===== src/hw/rtl/assert_macros.svh =====
// Assertion macros shared by the vertex cache analyzer RTL.
`ifndef ASSERT_MACROS_SVH
`define ASSERT_MACROS_SVH

// Clocked assertion, disabled while reset is asserted.
`define VFCA_ASSERT(label, prop, msg) \
  label: assert property (@(posedge clk_i) disable iff (!rst_ni) (prop)) else $error(msg);

// Clocked assertion that also holds during reset.
`define VFCA_ASSERT_ALWAYS(label, prop, msg) \
  label: assert property (@(posedge clk_i) (prop)) else $error(msg);

`endif


===== src/hw/rtl/vfca_pkg.sv =====
// Package: shared types and constants of the vertex cache analyzer.
`timescale 1ns / 1ps
`default_nettype none
package vfca_pkg;
  localparam int MaxCacheDepth = 64;
  localparam int SlotBits      = $clog2(MaxCacheDepth);
  localparam int DepthBits     = 7;
  localparam int IndexBits     = 32;

  localparam logic [1:0] CfgCacheDepth = 2'd0;
  localparam logic [1:0] CfgWarpLimit  = 2'd1;
  localparam logic [1:0] CfgBufLimit   = 2'd2;

  typedef struct packed {
    logic [31:0] vertex_a;
    logic [31:0] vertex_b;
    logic [31:0] vertex_c;
    logic        end_of_mesh;
  } item_t;

  typedef struct packed {
    logic [6:0]  cache_depth;
    logic [7:0]  warp_limit;
    logic [15:0] triangle_buffer_limit;
  } cfg_t;
endpackage
`default_nettype wire


===== src/hw/rtl/vfca_front.sv =====
// Front end: accepts triangle items and queues them for the cache engine.
`timescale 1ns / 1ps
`default_nettype none
`include "assert_macros.svh"
module vfca_front (
  input  wire              clk_i,
  input  wire              rst_ni,
  input  wire              in_valid_i,
  output logic             in_ready_o,
  input  vfca_pkg::item_t  in_item_i,
  output logic             head_valid_o,
  output vfca_pkg::item_t  head_item_o,
  input  wire              head_pop_i
);
  import vfca_pkg::*;

  item_t      mem_q [2];
  logic       wr_ptr_q, wr_ptr_d, rd_ptr_q, rd_ptr_d;
  logic [1:0] count_q, count_d;
  logic       push;

  assign in_ready_o   = (count_q != 2'd2);
  assign push         = in_valid_i && in_ready_o;
  assign head_valid_o = (count_q != 2'd0);
  assign head_item_o  = mem_q[rd_ptr_q];

  always_comb begin
    wr_ptr_d = push ? ~wr_ptr_q : wr_ptr_q;
    rd_ptr_d = head_pop_i ? ~rd_ptr_q : rd_ptr_q;
    count_d  = count_q + {1'b0, push} - {1'b0, head_pop_i};
  end

  always_ff @(posedge clk_i or negedge rst_ni) begin
    if (!rst_ni) begin
      wr_ptr_q <= 1'b0;
      rd_ptr_q <= 1'b0;
      count_q  <= 2'd0;
    end else begin
      wr_ptr_q <= wr_ptr_d;
      rd_ptr_q <= rd_ptr_d;
      count_q  <= count_d;
    end
  end

  // Store the accepted item in the write slot of the queue.
  always_ff @(posedge clk_i) begin
    if (push) begin
      mem_q[wr_ptr_q] <= in_item_i;
    end
  end

  `VFCA_ASSERT(a_pop_nonempty, head_pop_i |-> count_q != 2'd0, "pop from empty queue")
  `VFCA_ASSERT(a_push_not_full, push |-> count_q != 2'd2, "push into full queue")
  `VFCA_ASSERT(a_count_range, count_q != 2'd3, "queue count overflow")
endmodule
`default_nettype wire


===== config.mk =====
export PLATFORM = sky130hd
export DESIGN_NAME = vfca_front
export DESIGN_NICKNAME = d
export VERILOG_FILES = /design/src/hw/rtl/vfca_pkg.sv /design/src/hw/rtl/vfca_front.sv
export VERILOG_INCLUDE_DIRS = /design/src /design/src/hw/rtl
export SDC_FILE = /design/constraint.sdc
export NUM_CORES = 1
export LEC_CHECK = 0
export BUFFER_PORTS_ARGS = -buffer_cell sky130_fd_sc_hd__buf_4
export CAP_MARGIN = 20
export CORE_AREA = 8 8 123 125
export DETAILED_ROUTE_END_ITERATION = 7
export DIE_AREA = 0 0 131 133
export GPL_TIMING_DRIVEN = 0
export PLACE_DENSITY_LB_ADDON = 0.3
export SYNTH_ARGS = -nofsm -noshare
export SYNTH_HDL_FRONTEND = slang
export SYNTH_SLANG_ARGS = --single-unit

===== constraint.sdc =====
create_clock -name clk_i -period 14.6 [get_ports clk_i]
set_clock_uncertainty 0.15 [all_clocks]
set_input_delay 2.19 -clock clk_i [delete_from_list [all_inputs] [get_ports clk_i]]
set_output_delay 2.19 -clock clk_i [all_outputs]
set_load 0.05 [all_outputs]

**Word-level counts from Yosys, hierarchy flattened**

Memories as Yosys holds them, arrays and structs flattened.
Cells that the tools add are included.

- Register bits after elaboration: 4
- Logic and storage cells: 13
- Memories: 1
- Output and inout bits: 99
- Bits of input ports: 101
- RAM bits: 194

Memories:

| memory | depth | width | rd ports | clocked after memory_dff | write ports | line | text |
|---|---|---|---|---|---|---|---|
| mem_q | 2 | 97 | 1 | 0 | 1 | vfca_front.sv:17 | `item_t mem_q [2];` |

- $add $sub $neg: 2
- Reductions and logical operators: 2
- Muxes and demuxes: 2
- Bitwise operators: 2
- Eq/ne operators: 1

Operators by type and width:

| kind | number |
|---|---|
| 2-bit by 1-bit adder with 2-bit output | 1 |
| 1-bit two-way mux | 2 |
| 2-bit inequality test (second input constant) | 1 |
| 1-bit NOT | 2 |
| 2-bit nonzero test | 1 |
| 2-bit by 1-bit subtractor with 2-bit output | 1 |
| 1-bit logical AND | 1 |

**Longest topological paths before layout**

- Depth in word-level cells: 4
- Depth in mapped cells: 5
- Gate-level depth less buffers: 5

**Least setup slack after synthesis**

OpenSTA, ideal clock, no wires.

- Kind: input to register
- Start: input in_valid_i
- End: memory mem_q[0][0] in the netlist's numbering, enable pin
- Slack: 7.535 ns
- Required time: 13.896 ns
- Stages: 2
- Path buffers: 0
- Library setup time: 0.554 ns
- Arrival: 6.361 ns
- Cells stage by stage: nand2_1 -> nor2_1

- Cells in the longest elaborated chain, start to end: 3

Ends and longest elaborated chain:

| item | line | text |
|---|---|---|
| start, declared | vfca_front.sv:8 | `input wire in_valid_i,` |
| 1-bit logical AND | vfca_front.sv:23 | `assign push = in_valid_i && in_ready_o;` |
| 1-bit two-way mux | vfca_front.sv:47 | `if (push) begin` |
| 1-bit two-way mux (implied by the code) | vfca_front.sv:48 | `mem_q[wr_ptr_q] <= in_item_i;` |
| end, declared | vfca_front.sv:17 |  |

Every way passes these cells.

==> impl_metrics.yaml <==
logic_synthesis:
  postSynthNetCount: 421
  synth_area_per_cell_um2: 22.8
  synth.lib_cells_used.distinct: 17
  postSynth.topFlopCell: "edfxtp_1"
  synth_sequential_area_ratio_pct: 81.5
  yosys_warnings: 0
  number_of_enable_type_register_cells_in_the_synthesized_netlist: 194
  synth_top_cells_by_area: "edfxtp_1 (80%), mux2_2 (12%), mux2_4 (4.1%), dfrtp_1 (1.4%), buf_6 (0.62%)"
  synthCells: 319
  synth_most_common_cell: "edfxtp_1"
  synth_top_cell_by_area: "edfxtp_1"
  ys_seq_elements: 198
  synth.top_cells.by_count: "edfxtp_1 (194), mux2_2 (77), mux2_4 (20), buf_2 (7)"
  post_synthesis_cell_area_um2: 7270
  synthDominantCellAreaShare_pct: 80.1
  ys_async_sr_fraction_pct: 2.02
detailed_routing:
  via_count: 3686
  route.detailed.drc: 0
  finalWirelength_um: 14300
  drt_iter0_markers: 183
  ant_nets: 0
  post_drt_via_cell_ratio: 5.05
  drt-wirelength-per-cell_um: 19.6
  drtPass1Iterations: 4
clocking:
  worst_skew_pair_latency_ps: 420
  cts_tree: "yes"
  cts_post_setup_buffers_inserted: 0
  root_buffer: "clkbuf_16"
  clock-sinks: 198
  clk_pin_slew_worst_paths_ps: 60
  cts.repair.resized: 0
  tritoncts.num_buffers: 17
  cts-htree-levels: 4
  ctsHoldBuffers: 0
  max-clock-path-buffers: 2
finish:
  final_core_utilization_pct: 73.3
  layout.filler_cells: 800
  share_of_cells_above_drive_strength_1_pct: 61.7
  antenna_cells: 0
  flow.area_growth_from_synthesis_pct: 32.0
  nets: 643
critical_path:
  worst-r2r-cell-count: 3
  critical_path.startpoint_type: "flip-flop"
  required_ps: 12260
  criticalPathCategory: "flip-flop to output pin"
  cp_data_arrival_time_ps: 1780
  endpoint_kind: "output pin"
  timing.critical_path.fanout_max: 10
floorplanning:
  floorplan.die.height_um: 133
  initial_standard_cell_utilization_of_the_core_pct: 55.6
  floorplan.die.width_um: 131
  core_area_um2: 13100
  io-pin-count: 200
  fp.dieArea_um2: 17400
  rows: 42
timing:
  rsz0062_at_grt: "no"
  final.period_utilization_pct: 28.2
  finalMaxSlewViolations: 0
  max_slew_margin_pct: 45.1
  max_freq_mhz: 243
  worstMarginPinSlew_ps: 824
  final-setup-viol-count: 0
  post-route-min-period_ps: 4120
  totalNegativeSetupSlack_ps: 0
  finalHoldViolCount: 0
worst_hold_path:
  hold_depth: 1
  min_path_type: "flip-flop to flip-flop"
grt:
  antenna_violations_before_repair: 0
  grt_pass1_vias: 3979
  wire_length_of_the_first_global_routing_pass_um: 21100
  grt_max_degree: 59
  gr-usage-all-layers_pct: 16.4
  overflow: 0
place:
  hpwl_um: 10000
  io_buffer_count: 199
  gp_congestion: 0.698
power_and_ir_drop:
  power_leakage_nw: 3.65
  power.density_nw_per_um2: 234
  ir_worst_vdd_uv: 150
status:
  status: "completed"
job:
  timing.max_cap.violations: 0
-- path summary, 6_finish.rpt --
| check | start | to | slack [ps] |
|---|---|---|---|
| max | rd_ptr_q | head_item_o[80] | 10480 |
| min | wr_ptr_q | wr_ptr_q | 410 |
| max reg2reg | count_q[0] | mem_q[1][38] | 12510 |
| min reg2reg | wr_ptr_q | wr_ptr_q | 410 |
| max in group asynchronous | rst_ni | count_q[1] | 12790 |
| min in group asynchronous | rst_ni | count_q[0] | 1410 |
-- worst max-delay path, cell delays in order (launching register included) --
cell	delay, ps
dfrtp_1	340
buf_6	150
buf_6	170
buf_6	200
mux2_4	320
buf_4	190
-- through the flow --
step | hold slack [ps] | worst slack, ps | instance area (µm²) | total power [mW] | instances
3_5_place_dp | 400 | 10710 | 9080 | 1.87 | 698
5_1_grt | 444 | 10400 | 9590 | 2.33 | 730
6_report | 411 | 10480 | 9590 | 2.25 | 730
3_3_place_gp | 325 | 5390 | 8980 | 1.86 | 694
2_1_floorplan | 311 | 7540 | 7270 | 1.57 | 319
4_1_cts | 415 | 10430 | 9590 | 2.28 | 730
-- layout by cell type (no fill, tap or decap), drive strengths merged --
cell type and n:
mux2 97, inv 1, nand2 1, clkbuf 18
xnor2 3, buf 214, clkinvlp 3, or2 1
dfrtp 4, a21bo 1, and3 1, edfxtp 194
nand2b 1, a21oi 1, ha 1, nor2 1
clkinv 10, nor3b 1, xor2 1
-- sequential cells by signal (all words and copies together), names as in the netlist --
name      flops
wr_ptr_q      1
count_q       2
mem_q       194
rd_ptr_q      1
-- area by class of cell --
class	count	area [µm²]	share of cell area, %
Multi-Input combinational cell	110	1280	13.3
Buffer	11	80.1	0.835
Timing Repair Buffer	203	1570	16.4
Sequential cell	198	5930	61.8
Clock inverter	14	87.6	0.913
Clock buffer	18	429	4.47
Tap cell	176	220	2.30
-- report_power, final --
part           internal [mW]  total [mW]  switching [mW]  leakage (nW)
sequential             0.776       0.806          0.0302          1.85
combinational          0.352        1.04           0.685          1.55
clock                  0.215       0.406           0.191         0.246
-- cells by family (layout without fill, tap and decap cells) --
kind of cell	Yosys count	in the layout	share of synthesized area, %
adder cells (fa/ha/maj)	1	1	0.172
multiplexers	97	97	16.1
AO/OA/AOI/OAI	2	2	0.206
AND/OR/NAND/NOR	6	6	0.465
flip-flops	198	198	81.5
buffers and inverters	11	246	1.10
XOR/XNOR	4	4	0.482
-- per-layer routing --
layer | wire [µm] | track usage [%] | part of all wire, %
met1 | 5380 | 18.8 | 38
met2 | 7140 | 26.0 | 50
met3 | 1640 | 7.11 | 11
met4 | 186 | 7.08 | 1.3
met5 | 0 | 0 | 0
Power figures use the tool's default switching activity.
